===== src/qsde_pkg.sv =====
// Shared types, constants and the alphanumeric lookup for the QR segment data encoder.
// Depends on nothing; every other file of the block imports it.
package qsde_pkg;

  localparam int CHAR_W      = 8;
  localparam int BITS_W      = 11;
  localparam int LEN_W       = 4;
  localparam int COUNT_W     = 13;
  localparam int PARTIAL_W   = 10;
  localparam int PEND_W      = 2;
  localparam int MODE_W      = 2;
  localparam int QUEUE_DEPTH = 2;

  localparam logic [MODE_W-1:0] MODE_NUMERIC = 2'd0;
  localparam logic [MODE_W-1:0] MODE_ALNUM   = 2'd1;
  localparam logic [MODE_W-1:0] MODE_BYTE    = 2'd2;

  localparam logic [COUNT_W-1:0] COUNT_MAX = {COUNT_W{1'b1}};

  localparam logic [LEN_W-1:0] LEN_NONE      = 4'd0;
  localparam logic [LEN_W-1:0] LEN_NUM_ONE   = 4'd4;
  localparam logic [LEN_W-1:0] LEN_NUM_TWO   = 4'd7;
  localparam logic [LEN_W-1:0] LEN_NUM_THREE = 4'd10;
  localparam logic [LEN_W-1:0] LEN_ALNUM_ONE = 4'd6;
  localparam logic [LEN_W-1:0] LEN_ALNUM_TWO = 4'd11;
  localparam logic [LEN_W-1:0] LEN_BYTE      = 4'd8;

  typedef struct packed {
    logic [CHAR_W-1:0] char_code;
    logic              last_char;
  } qsde_in_t;

  typedef struct packed {
    logic [BITS_W-1:0]  group_bits;
    logic [LEN_W-1:0]   group_len;
    logic               bad_char;
    logic               segment_end;
    logic [COUNT_W-1:0] char_count;
  } qsde_out_t;

  // A classified character as it travels through the queue.
  typedef struct packed {
    logic              ok;
    logic [CHAR_W-1:0] sym;
    logic              last;
  } qsde_item_t;

  typedef struct packed {
    logic       hit;
    logic [5:0] idx;
  } qsde_alnum_t;

  // Index of a character in the 45-symbol QR alphabet.
  function automatic qsde_alnum_t alnum_lookup(input logic [CHAR_W-1:0] c);
    qsde_alnum_t r;
    logic [CHAR_W-1:0] d;
    r.hit = 1'b1;
    r.idx = 6'd0;
    d     = 8'd0;
    if (c >= 8'h30 && c <= 8'h39) begin
      d     = c - 8'h30;
      r.idx = d[5:0];
    end else if (c >= 8'h41 && c <= 8'h5A) begin
      d     = c - 8'h37;
      r.idx = d[5:0];
    end else begin
      case (c)
        8'h20:   r.idx = 6'd36;
        8'h24:   r.idx = 6'd37;
        8'h25:   r.idx = 6'd38;
        8'h2A:   r.idx = 6'd39;
        8'h2B:   r.idx = 6'd40;
        8'h2D:   r.idx = 6'd41;
        8'h2E:   r.idx = 6'd42;
        8'h2F:   r.idx = 6'd43;
        8'h3A:   r.idx = 6'd44;
        default: r.hit = 1'b0;
      endcase
    end
    return r;
  endfunction

endpackage


===== src/qr_segment_data_encoder.sv =====
// Top level of the QR segment data encoder: mode register, front end, queue and packer.
// Depends on qsde_pkg, qsde_front, qsde_queue and qsde_back.

// Takes one character beat per cycle and gives at most one result beat per character,
// sustaining one character per clock when the result side keeps up. A character is
// classified on the way in and written into a short queue at the edge that accepts it.
// It is packed as it leaves the queue, which happens once the result register is empty or
// being read; its result is then offered from the result register. The queue's storage
// and the result register lie between character and result, and the packing is a
// small multiply-add. While a result waits, the two-entry queue takes up the slack and
// then holds back the input. Writing cfg_wdata with cfg_we selects the mode (0 numeric,
// 1 alphanumeric, 2 or 3 byte) and starts a new segment; write it only while idle.
module qr_segment_data_encoder
  import qsde_pkg::*;
#(
  parameter int QDEPTH = QUEUE_DEPTH
) (
  input  logic              clk,
  input  logic              rst_n,
  input  logic              in_valid,
  output logic              in_ready,
  input  qsde_in_t          in_data,
  output logic              out_valid,
  input  logic              out_ready,
  output qsde_out_t         out_data,
  input  logic              cfg_we,
  input  logic [MODE_W-1:0] cfg_wdata
);

  logic [MODE_W-1:0] mode_r;
  qsde_item_t        front_item;
  qsde_item_t        back_item;
  logic              q_full;
  logic              q_empty;
  logic              q_pop;

  always_ff @(posedge clk) begin
    if (!rst_n) begin
      mode_r <= MODE_BYTE;
    end else if (cfg_we) begin
      mode_r <= cfg_wdata;
    end
  end

  assign in_ready = !q_full;

  qsde_front u_front (
    .mode    (mode_r),
    .in_data (in_data),
    .item    (front_item)
  );

  qsde_queue #(
    .DEPTH (QDEPTH)
  ) u_queue (
    .clk       (clk),
    .rst_n     (rst_n),
    .push      (in_valid && in_ready),
    .push_item (front_item),
    .full      (q_full),
    .pop       (q_pop),
    .pop_item  (back_item),
    .empty     (q_empty)
  );

  qsde_back u_back (
    .clk        (clk),
    .rst_n      (rst_n),
    .mode       (mode_r),
    .seg_clear  (cfg_we),
    .item_avail (!q_empty),
    .item       (back_item),
    .item_take  (q_pop),
    .out_valid  (out_valid),
    .out_ready  (out_ready),
    .out_data   (out_data)
  );

  // A beat that does not close a segment carries no count.
  a_count_only_at_end : assert property (@(posedge clk) disable iff (!rst_n)
    (out_valid && !out_data.segment_end) |-> (out_data.char_count == '0))
    else $error("char_count set on a beat that does not end the segment");

  // An unencodable character never carries data bits.
  a_bad_has_no_bits : assert property (@(posedge clk) disable iff (!rst_n)
    (out_valid && out_data.bad_char) |->
      (out_data.group_len == LEN_NONE && out_data.group_bits == '0))
    else $error("bad character beat carries a group");

  // Group lengths are restricted to the sizes the three modes produce.
  a_legal_len : assert property (@(posedge clk) disable iff (!rst_n)
    out_valid |-> (out_data.group_len == LEN_NONE || out_data.group_len == LEN_NUM_ONE ||
                   out_data.group_len == LEN_ALNUM_ONE || out_data.group_len == LEN_NUM_TWO ||
                   out_data.group_len == LEN_BYTE || out_data.group_len == LEN_NUM_THREE ||
                   out_data.group_len == LEN_ALNUM_TWO))
    else $error("illegal group length");

  // The result register only fills from an item taken out of the queue.
  a_result_from_item : assert property (@(posedge clk) disable iff (!rst_n)
    ($rose(out_valid)) |-> $past(q_pop))
    else $error("result appeared without a queued item");

endmodule


===== src/qsde_front.sv =====
// Front end: accepts character beats and classifies them for the current mode.
// Depends on qsde_pkg.
module qsde_front
  import qsde_pkg::*;
(
  input  logic [MODE_W-1:0] mode,
  input  qsde_in_t          in_data,
  output qsde_item_t        item
);

  qsde_alnum_t       an;
  logic [CHAR_W-1:0] digit;

  always_comb begin
    an        = alnum_lookup(in_data.char_code);
    digit     = in_data.char_code - 8'h30;
    item.last = in_data.last_char;
    unique case (mode)
      MODE_NUMERIC: begin
        item.ok  = (in_data.char_code >= 8'h30) && (in_data.char_code <= 8'h39);
        item.sym = {4'd0, digit[3:0]};
      end
      MODE_ALNUM: begin
        item.ok  = an.hit;
        item.sym = {2'd0, an.idx};
      end
      default: begin
        item.ok  = 1'b1;
        item.sym = in_data.char_code;
      end
    endcase
  end

endmodule


===== src/qsde_queue.sv =====
// Short queue of classified items between the front end and the packer.
// Depends on qsde_pkg.
module qsde_queue
  import qsde_pkg::*;
#(
  parameter int DEPTH = QUEUE_DEPTH
) (
  input  logic       clk,
  input  logic       rst_n,
  input  logic       push,
  input  qsde_item_t push_item,
  output logic       full,
  input  logic       pop,
  output qsde_item_t pop_item,
  output logic       empty
);

  localparam int PW = (DEPTH > 1) ? $clog2(DEPTH) : 1;
  localparam int CW = $clog2(DEPTH + 1);

  qsde_item_t     store_r [DEPTH];
  logic [PW-1:0]  wr_ptr_r, wr_ptr_nxt;
  logic [PW-1:0]  rd_ptr_r, rd_ptr_nxt;
  logic [CW-1:0]  count_r, count_nxt;

  assign full     = (count_r == CW'(DEPTH));
  assign empty    = (count_r == '0);
  assign pop_item = store_r[rd_ptr_r];

  always_comb begin
    wr_ptr_nxt = wr_ptr_r;
    rd_ptr_nxt = rd_ptr_r;
    count_nxt  = count_r;
    if (push) begin
      wr_ptr_nxt = (wr_ptr_r == PW'(DEPTH - 1)) ? '0 : wr_ptr_r + 1'b1;
    end
    if (pop) begin
      rd_ptr_nxt = (rd_ptr_r == PW'(DEPTH - 1)) ? '0 : rd_ptr_r + 1'b1;
    end
    if (push && !pop) begin
      count_nxt = count_r + 1'b1;
    end else if (pop && !push) begin
      count_nxt = count_r - 1'b1;
    end
  end

  always_ff @(posedge clk) begin
    if (!rst_n) begin
      wr_ptr_r <= '0;
      rd_ptr_r <= '0;
      count_r  <= '0;
    end else begin
      wr_ptr_r <= wr_ptr_nxt;
      rd_ptr_r <= rd_ptr_nxt;
      count_r  <= count_nxt;
    end
  end

  always_ff @(posedge clk) begin
    if (push) begin
      store_r[wr_ptr_r] <= push_item;
    end
  end

endmodule


===== src/qsde_back.sv =====
// Back end: holds the segment state, packs groups and drives the result register.
// Depends on qsde_pkg.
module qsde_back
  import qsde_pkg::*;
(
  input  logic              clk,
  input  logic              rst_n,
  input  logic [MODE_W-1:0] mode,
  input  logic              seg_clear,
  input  logic              item_avail,
  input  qsde_item_t        item,
  output logic              item_take,
  output logic              out_valid,
  input  logic              out_ready,
  output qsde_out_t         out_data
);

  logic [PARTIAL_W-1:0] partial_r, partial_nxt;
  logic [PEND_W-1:0]    pend_r, pend_nxt;
  logic [COUNT_W-1:0]   seen_r, seen_nxt;
  logic                 skip_r, skip_nxt;
  logic                 out_valid_r, out_valid_nxt;
  qsde_out_t            out_r;

  logic [13:0]          num_val;
  logic [BITS_W-1:0]    an_val;
  logic [BITS_W-1:0]    bits;
  logic [LEN_W-1:0]     len;
  logic                 bad;
  logic                 emit;
  logic [COUNT_W-1:0]   seen_inc;

  assign item_take = item_avail && (!out_valid_r || out_ready);

  always_comb begin
    num_val     = {4'd0, partial_r} * 14'd10 + {10'd0, item.sym[3:0]};
    an_val      = {5'd0, partial_r[5:0]} * 11'd45 + {5'd0, item.sym[5:0]};
    seen_inc    = (seen_r == COUNT_MAX) ? seen_r : seen_r + 1'b1;
    bits        = '0;
    len         = LEN_NONE;
    bad         = 1'b0;
    partial_nxt = partial_r;
    pend_nxt    = pend_r;
    skip_nxt    = skip_r;
    if (!skip_r) begin
      unique case (mode)
        MODE_NUMERIC: begin
          if (!item.ok) begin
            bad = 1'b1;
          end else if (pend_r == 2'd2) begin
            bits        = {1'b0, num_val[PARTIAL_W-1:0]};
            len         = LEN_NUM_THREE;
            partial_nxt = '0;
            pend_nxt    = '0;
          end else begin
            partial_nxt = num_val[PARTIAL_W-1:0];
            pend_nxt    = pend_r + 1'b1;
            if (item.last) begin
              bits = {1'b0, num_val[PARTIAL_W-1:0]};
              len  = (pend_r == 2'd0) ? LEN_NUM_ONE : LEN_NUM_TWO;
            end
          end
        end
        MODE_ALNUM: begin
          if (!item.ok) begin
            bad = 1'b1;
          end else if (pend_r != 2'd0) begin
            bits        = an_val;
            len         = LEN_ALNUM_TWO;
            partial_nxt = '0;
            pend_nxt    = '0;
          end else if (item.last) begin
            bits = {5'd0, item.sym[5:0]};
            len  = LEN_ALNUM_ONE;
          end else begin
            partial_nxt = {4'd0, item.sym[5:0]};
            pend_nxt    = 2'd1;
          end
        end
        default: begin
          bits = {3'd0, item.sym};
          len  = LEN_BYTE;
        end
      endcase
      if (bad) begin
        skip_nxt    = 1'b1;
        partial_nxt = '0;
        pend_nxt    = '0;
      end
    end
    seen_nxt = seen_inc;
    emit     = (len != LEN_NONE) || bad || item.last;
    // Every segment end starts the next segment from clean state.
    if (item.last) begin
      partial_nxt = '0;
      pend_nxt    = '0;
      seen_nxt    = '0;
      skip_nxt    = 1'b0;
    end
  end

  always_comb begin
    out_valid_nxt = out_valid_r;
    if (item_take && emit) begin
      out_valid_nxt = 1'b1;
    end else if (out_ready) begin
      out_valid_nxt = 1'b0;
    end
  end

  always_ff @(posedge clk) begin
    if (!rst_n) begin
      partial_r   <= '0;
      pend_r      <= '0;
      seen_r      <= '0;
      skip_r      <= 1'b0;
      out_valid_r <= 1'b0;
    end else begin
      out_valid_r <= out_valid_nxt;
      if (seg_clear) begin
        partial_r <= '0;
        pend_r    <= '0;
        seen_r    <= '0;
        skip_r    <= 1'b0;
      end else if (item_take) begin
        partial_r <= partial_nxt;
        pend_r    <= pend_nxt;
        seen_r    <= seen_nxt;
        skip_r    <= skip_nxt;
      end
    end
  end

  always_ff @(posedge clk) begin
    if (item_take && emit) begin
      out_r.group_bits  <= bits;
      out_r.group_len   <= len;
      out_r.bad_char    <= bad;
      out_r.segment_end <= item.last;
      out_r.char_count  <= item.last ? seen_inc : '0;
    end
  end

  assign out_valid = out_valid_r;
  assign out_data  = out_r;

endmodule

===== config.mk =====
export PLATFORM = sky130hd
export DESIGN_NAME = qr_segment_data_encoder
export DESIGN_NICKNAME = d
export VERILOG_FILES = /design/src/qsde_pkg.sv /design/src/qr_segment_data_encoder.sv /design/src/qsde_front.sv /design/src/qsde_queue.sv /design/src/qsde_back.sv
export SDC_FILE = /design/constraint.sdc
export NUM_CORES = 1
export LEC_CHECK = 0
export BUFFER_PORTS_ARGS = -buffer_cell sky130_fd_sc_hd__buf_2
export CELL_PAD_IN_SITES_DETAIL_PLACEMENT = 1
export CELL_PAD_IN_SITES_GLOBAL_PLACEMENT = 1
export CORE_MARGIN = 2
export CORE_UTILIZATION = 50
export CTS_CLUSTER_DIAMETER = 40
export DETAILED_ROUTE_END_ITERATION = 8
export PLACE_DENSITY = 0.83
export SYNTH_ARGS = -nofsm -noshare
export SYNTH_HDL_FRONTEND = slang
export SYNTH_SLANG_ARGS = --single-unit

===== constraint.sdc =====
create_clock -name clk -period 8.05 [get_ports clk]
set_input_delay 1.61 -clock clk [delete_from_list [all_inputs] [get_ports clk]]
set_output_delay 1.61 -clock clk [all_outputs]
set_load 0.01 [all_outputs]

; ---- After elaboration in Yosys (flattened, before gate mapping)
; Memory sizes are Yosys's and may differ from the RTL's. A register that Yosys moved wholly into a read port is not among the register bits.
; Index checks and enable logic that the tools add are counted.
[totals]
inputBits = 16
mem_count = 1
reg_bits = 63
ram_bits = 20
output_inout_bits = 32
wordCells = 133
[classes]
multipliers = 2
reduce_logical = 27
n_addsub = 10
magnitude_cmp = 4
n_eq_ne = 16
bitwise_logic = 1
muxes = 58
[memory_table]
columns = name, depth, width, read_ports, rd_ports_with_merged_regs, wr, line_no
row1 = u_queue.store_r, 2, 10, 1, 1, 1, qsde_queue.sv:21  ; qsde_item_t store_r [DEPTH];
[op_table]
columns = op, n
row1 = $eq 8x6->1 const B, 9
row2 = $mux 10, 7
row3 = $pmux 6 s9, 1
row4 = $mux 11, 4
row5 = $mux 13, 2
row6 = $mux 4, 6
row7 = $mux 6, 4
row8 = $pmux 11 s2, 1
row9 = $pmux 10 s2, 1
row10 = $mux 1, 19
row11 = $mux 2, 9
row12 = $pmux 9 s2, 1
row13 = $add 13x1->13 const B, 1
row14 = $eq 13x13->1 const B, 1
row15 = $sub 6x6->6 const B, 2
row16 = $add 11x6->11, 1
row17 = $mul 6x6->11 const B, 1
row18 = $add 10x4->10, 1
row19 = $mul 10x3->9 const B, 1
row20 = $reduce_or 9->1, 1
row21 = $ge 8x6->1 const B, 1
row22 = $ge 8x7->1 const B, 1
row23 = $le 8x6->1 const B, 1
row24 = $le 8x7->1 const B, 1
row25 = 19 further kinds, 41

; ---- Logic depth before layout (Yosys ltp)
[logic_depth]
depth_word = 12
mapped_depth = 13
ltp_nobuf = 13

; ---- Hierarchy
; From an unflattened synthesis, not the netlist that was laid out.
[unflattened]
cells_unflattened = 567
area_unflattened_um2 = 5586.6
[by_module_without_submodules]
columns = module, seq_area_each_um2, cells_per_inst, instances, area_per_inst_um2
row1 = qsde_back, 1421.4, 413, 1, 3947.5
row2 = qsde_queue, 700.7, 53, 1, 937.1
row3 = qsde_front, 0.0, 92, 1, 618.1
row4 = qr_segment_data_encoder, 40.0, 9, 1, 83.8

; ---- Worst setup path before layout
; OpenSTA, ideal clock, no wires.
[synth_timing]
path_kind = register to register
from = register u_back.partial_r[4]
to = register u_back.out_r (netlist bit u_back.out_data[28]) (data pin)
synth_period_minus_slack_ns = 3.486
setup_ns = 0.174
t_required_ns = 7.876
arrival_time_ns = 3.312
stages_incl_launch_ff = 13
path_slack_ns = 4.564
path_cell_list = dfxtp_1 -> ha_1 -> ha_1 -> inv_1 -> fa_1 -> inv_1 -> fa_1 -> ha_1 -> o21ai_0 -> a21boi_0 -> o22ai_1 -> or3_1 -> a311oi_1
[synth_via]
elab_chain_len = 6
word_cells_on_any_way = 10
classes_between = 2 x add/sub / 2 x mul / 6 x mux
[synth_lines]
columns = item, line_no
row1 = "start, declared", qsde_back.sv:18  ; logic [PARTIAL_W-1:0] partial_r, partial_nxt;
row2 = "start signal, assigned", qsde_back.sv:126  ; partial_r <= partial_nxt;
row3 = $mul 10x3->9, qsde_back.sv:36  ; num_val = {4'd0, partial_r} * 14'd10 + {10'd0, item.sym[3:0]};
row4 = $add 10x4->10, qsde_back.sv:36
row5 = $mux 10, qsde_back.sv:58  ; if (item.last) begin
row6 = $mux 11, qsde_back.sv:50  ; end else if (pend_r == 2'd2) begin
row7 = $mux 11, qsde_back.sv:48  ; if (!item.ok) begin
row8 = $pmux 11 s2 (*), qsde_back.sv:46  ; unique case (mode)
row9 = "end, declared", qsde_back.sv:23  ; qsde_out_t out_r;
; Every way passes the cells marked *; elsewhere a longest branch is shown, timed or not.
; A chain may end at the register's enable or synchronous reset.

; ---- Worst setup path in the final report
; Same ends and word-level chain as after synthesis.

==> metrics.log <==
[metrics] number of enable-type register cells in the synthesized netlist: 50
[metrics] critical path data required time: 8.24 ns
[metrics] post-route setup TNS: 0 ns
[metrics] Static Leak: 2.553 nW
[metrics] average instance area after synthesis: 9.772 µm²
[metrics] root buffer selected by CTS: sky130_fd_sc_hd__clkbuf_8
[metrics] maximum level of the CTS H-tree: 3
[metrics] Max Cap Viol: 0
[metrics] number of buffers on the longest clock path: 2
[metrics] kind of end point of the critical path: flop
[metrics] synthesis-to-layout area growth: 10.10%
[metrics] floorplan core area: 10840 µm²
[metrics] mean routed wirelength per cell: 19.47 µm
[metrics] Max Freq: 251.9 MHz
[metrics] total congestion overflow after global routing: 0
[metrics] end of the worst register-to-register path: u_back.out_data[28]$_SDFFCE_PP0P_
[metrics] clock tree from TritonCTS: yes
[metrics] drt first pass iters: 5
[metrics] total standard cell area after synthesis: 5560 µm²
[metrics] post-layout worst setup margin: 4.080 ns
[metrics] total power draw: 1.402 mW
[metrics] final cycle utilization of the critical path: 49.32%
[metrics] clock sink count: 83
[metrics] most used cells in the layout excluding fill and tap cells: sky130_fd_sc_hd__nor2_1 (57), sky130_fd_sc_hd__ha_1 (51), sky130_fd_sc_hd__edfxtp_1 (50)
[metrics] critical path fanouts, max: 5
[metrics] minimum clock period after layout: 3.970 ns
[metrics] Layout Nets: 686
[metrics] sink of the worst hold path: u_back.seen_r[11]$_SDFFE_PP0P_
[metrics] post-synthesis register bit count: 83
[metrics] height of the chip: 109.5 µm
[metrics] Routed Wire Length: 14680 µm
[metrics] main area contributors after synthesis: sky130_fd_sc_hd__edfxtp_1 (27%), sky130_fd_sc_hd__dfxtp_1 (12%), sky130_fd_sc_hd__ha_1 (11%)
[metrics] flip-flop cell with the highest count after synthesis: sky130_fd_sc_hd__edfxtp_1
[metrics] peak ir drop on the vdd network: 0.0001457 V
[metrics] clock buffer count from CTS: 9
[metrics] Worst R2R Setup Slack: 4.08 ns
[metrics] leading cell type in the layout, fill and taps excluded: sky130_fd_sc_hd__nor2_1
[metrics] port buffer count: 47
[metrics] total of endpoints with negative setup slack in the final report: 0
[metrics] post-synthesis cell type count: 70
[metrics] x dimension of the die: 109.5 µm
[metrics] Worst Reg-to-Reg Cells: 12
[metrics] sequential fraction of the synthesis area: 38.88%
[metrics] startpoint type of the worst setup path: flop
[metrics] worst-path cell chain: ha_1 -> ha_1 -> inv_1 -> fa_1 -> inv_1 -> fa_1 -> ha_1 -> o21ai_0 -> a21boi_0 -> o22ai_1 -> or3_1 -> a311oi_1
[metrics] pre-CTS setup slack: 4.131 ns
[metrics] Post-Syn Nets: 646
[metrics] count of nets left with antenna violations after detail routing: 0
[metrics] total die area: 11980 µm²
[metrics] weighted congestion at the end of routability-driven global placement: 0.9177
[metrics] total placed cells including tap cells: 738
[metrics] class of the most critical setup path: reg2reg
[metrics] Post-Route Utilization: 56.48%
[metrics] vias per cell: 6.212
[metrics] most area-hungry cell type in the Yosys netlist: sky130_fd_sc_hd__edfxtp_1
[metrics] number of stages on the worst hold path: 2
[metrics] vias in the first global route: 4680
[metrics] placement row count: 38
[metrics] detailed router's first-iteration violation count: 280
[metrics] number of non-filler instances in the completed layout: 754
[metrics] slowest stage cell on the critical path: sky130_fd_sc_hd__fa_1
[metrics] antenna violations before repair: 0
[metrics] top-level I/O count: 48
[metrics] source-to-sink clock delay at the later pin of the worst-skew pair: 0.37 ns
[metrics] actual transition at the worst max-transition pin: 0.9844 ns
[metrics] share of the synthesized area in the top cell type: 27.00%
[metrics] Total Routing Usage GR: 26.16%
[metrics] worst reg2reg startpoint: u_back.partial_r[4]$_SDFFE_PP0P_
[metrics] setup repair after global routing missed its margin: false
[metrics] maximum clock skew at final layout: 0.01262 ns
[metrics] starting density of the core: 51.29%
[metrics] quantity of hold-fixing buffers added after cts: 0
[metrics] Cell Pwr Density: 229.0 nW/µm²
[metrics] Max Slew Vio Count: 0
[metrics] worst stage delay on the critical path: 0.50 ns
[metrics] yosys synthesis warning count: 0
[metrics] HPWL after detailed placement: 10860 µm
[metrics] DRC violation count after routing: 0
[metrics] routed via count: 4684
[metrics] first-pass GRT wire length: 24050 µm
[metrics] postcts setup bufs: 0
[metrics] Relative slew margins: 34.13%
[metrics] outcome: finished, final reports clean
[metrics] WP data arrival: 4.16 ns
[metrics] fraction of layout cells with a size suffix above 1: 14.50%
[metrics] final-report hold violation count: 0
[metrics] FFs w/ async S/R, synth: 0%
[metrics] cells after synthesis: 569
[metrics] pin count of the biggest net entering global routing: 31
[metrics] diode insertion count for antenna repair: 0
[metrics] launch instance of the worst min-delay path: u_back.seen_r[11]$_SDFFE_PP0P_
[metrics] class of the worst hold path: reg2reg
[metrics] post-cts sizing count: 0
[metrics] crit-path most repeated cell: sky130_fd_sc_hd__ha_1
[metrics] clock slew seen by the registers of the worst setup and hold paths: 0.09 ns
[per-layer routing]
| layer | vias up | GRT usage, % | wire length, µm |
|---|---|---|---|
| met1 | 2321 | 35.21 | 6464 |
| met3 | 36 | 4.268 | 731 |
| met5 | - | 0 | 0 |
| met2 | 157 | 42.24 | 7048 |
| li1 | 2170 | - | - |
| met4 | 0 | 10.22 | 434 |
[final cells by class]
type	instances	area [µm²]
tap	140	175.2
fill	1240	4718
clock buffer	10	137.6
clock inverter	6	70.07
multi-input combinational	430	3181
timing repair buffer	52	272.8
inverter	33	123.9
sequential	83	2162
[cells in the mapped netlist (3+ instances only)]
cell                       number
sky130_fd_sc_hd__o21a_1         6
sky130_fd_sc_hd__nor3b_1        3
sky130_fd_sc_hd__xnor2_1       19
sky130_fd_sc_hd__and3_1         8
sky130_fd_sc_hd__nor2_1        57
sky130_fd_sc_hd__clkbuf_1      19
sky130_fd_sc_hd__and2_1         9
sky130_fd_sc_hd__a21o_1         7
sky130_fd_sc_hd__buf_2          3
sky130_fd_sc_hd__o21bai_1       3
sky130_fd_sc_hd__or4_1          4
sky130_fd_sc_hd__nor3_1        14
sky130_fd_sc_hd__nand3_1       14
sky130_fd_sc_hd__edfxtp_1      50
sky130_fd_sc_hd__mux2_2         8
sky130_fd_sc_hd__a22oi_1       16
sky130_fd_sc_hd__a211oi_1       5
sky130_fd_sc_hd__mux2i_1        5
sky130_fd_sc_hd__nand4_1        3
sky130_fd_sc_hd__nand2_1       31
sky130_fd_sc_hd__nor2b_1        5
sky130_fd_sc_hd__inv_1         32
sky130_fd_sc_hd__fa_1          10
sky130_fd_sc_hd__a21boi_0       3
sky130_fd_sc_hd__ha_1          51
sky130_fd_sc_hd__nand2b_1       9
sky130_fd_sc_hd__dfxtp_1       33
sky130_fd_sc_hd__o21ai_0       30
sky130_fd_sc_hd__a221oi_1       3
sky130_fd_sc_hd__a21oi_1       40
sky130_fd_sc_hd__or3_1          4
sky130_fd_sc_hd__o21ai_1        3
sky130_fd_sc_hd__a31oi_1        5
sky130_fd_sc_hd__xor2_1         9
sky130_fd_sc_hd__o211a_1        4
[worst max-delay path, delay by kind of cell, from the launching register on]
family / cells / cell delay [ns]
buffers and inverters: 2 / 0.11
flip-flops: 1 / 0.42
AO/OA/AOI/OAI: 4 / 0.93
adder cells (fa/ha/maj): 5 / 2.02
AND/OR/NAND/NOR: 1 / 0.33
[where the power goes]
group / leakage, nW / switching, mW / internal [mW]
clock network: 0.109 / 0.163 / 0.155
registers: 0.745 / 0.0426 / 0.563
logic: 1.70 / 0.312 / 0.166
[worst max path at each step]
stage | startpoint | cells past startpoint | to
after floorplan | u_back.partial_r[4]$_SDFFE_PP0P_ | 12 | u_back.out_data[28]$_SDFFCE_PP0P_
after global placement | u_back.partial_r[4]$_SDFFE_PP0P_ | 12 | u_back.out_data[28]$_SDFFCE_PP0P_
after detailed placement | u_back.partial_r[4]$_SDFFE_PP0P_ | 12 | u_back.out_data[28]$_SDFFCE_PP0P_
after CTS | u_back.partial_r[4]$_SDFFE_PP0P_ | 12 | u_back.out_data[26]$_SDFFCE_PP0P_
after global routing | u_back.partial_r[4]$_SDFFE_PP0P_ | 12 | u_back.out_data[28]$_SDFFCE_PP0P_
final | u_back.partial_r[4]$_SDFFE_PP0P_ | 12 | u_back.out_data[28]$_SDFFCE_PP0P_
[flip-flops by register name, summed over array words and instances (netlist names), named ones only]
| signal | flops |
|---|---|
| mode_r | 2 |
| u_queue.rd_ptr_r | 1 |
| u_back.out_data | 30 |
| u_back.pend_r | 2 |
| u_back.seen_r | 13 |
| u_queue.count_r | 2 |
| u_back.skip_r | 1 |
| u_back.out_valid | 1 |
| u_queue.wr_ptr_r | 1 |
| u_queue.store_r | 20 |
| u_back.partial_r | 9 |
[logic make-up (layout without fill, tap and decap cells)]
kind of cell	Yosys count	in the layout	share of synthesized area [%]
simple gates	174	174	15.82
compound gates	152	152	18.72
flops	83	83	38.88
fa+ha+maj	61	61	15.08
buf+inv	56	101	3.915
xor+xnor	29	29	4.816
mux	14	14	2.768
[metrics by stage]
stage                     area [µm²]  hold slack (ns)
after floorplan                 5560           0.4491
after global placement          5914           0.4671
after detailed placement        5914           0.4878
after CTS                       6122           0.5023
after global routing            6122           0.5501
final                           6122           0.5007
No activity file was read; power rests on OpenSTA's default activity.
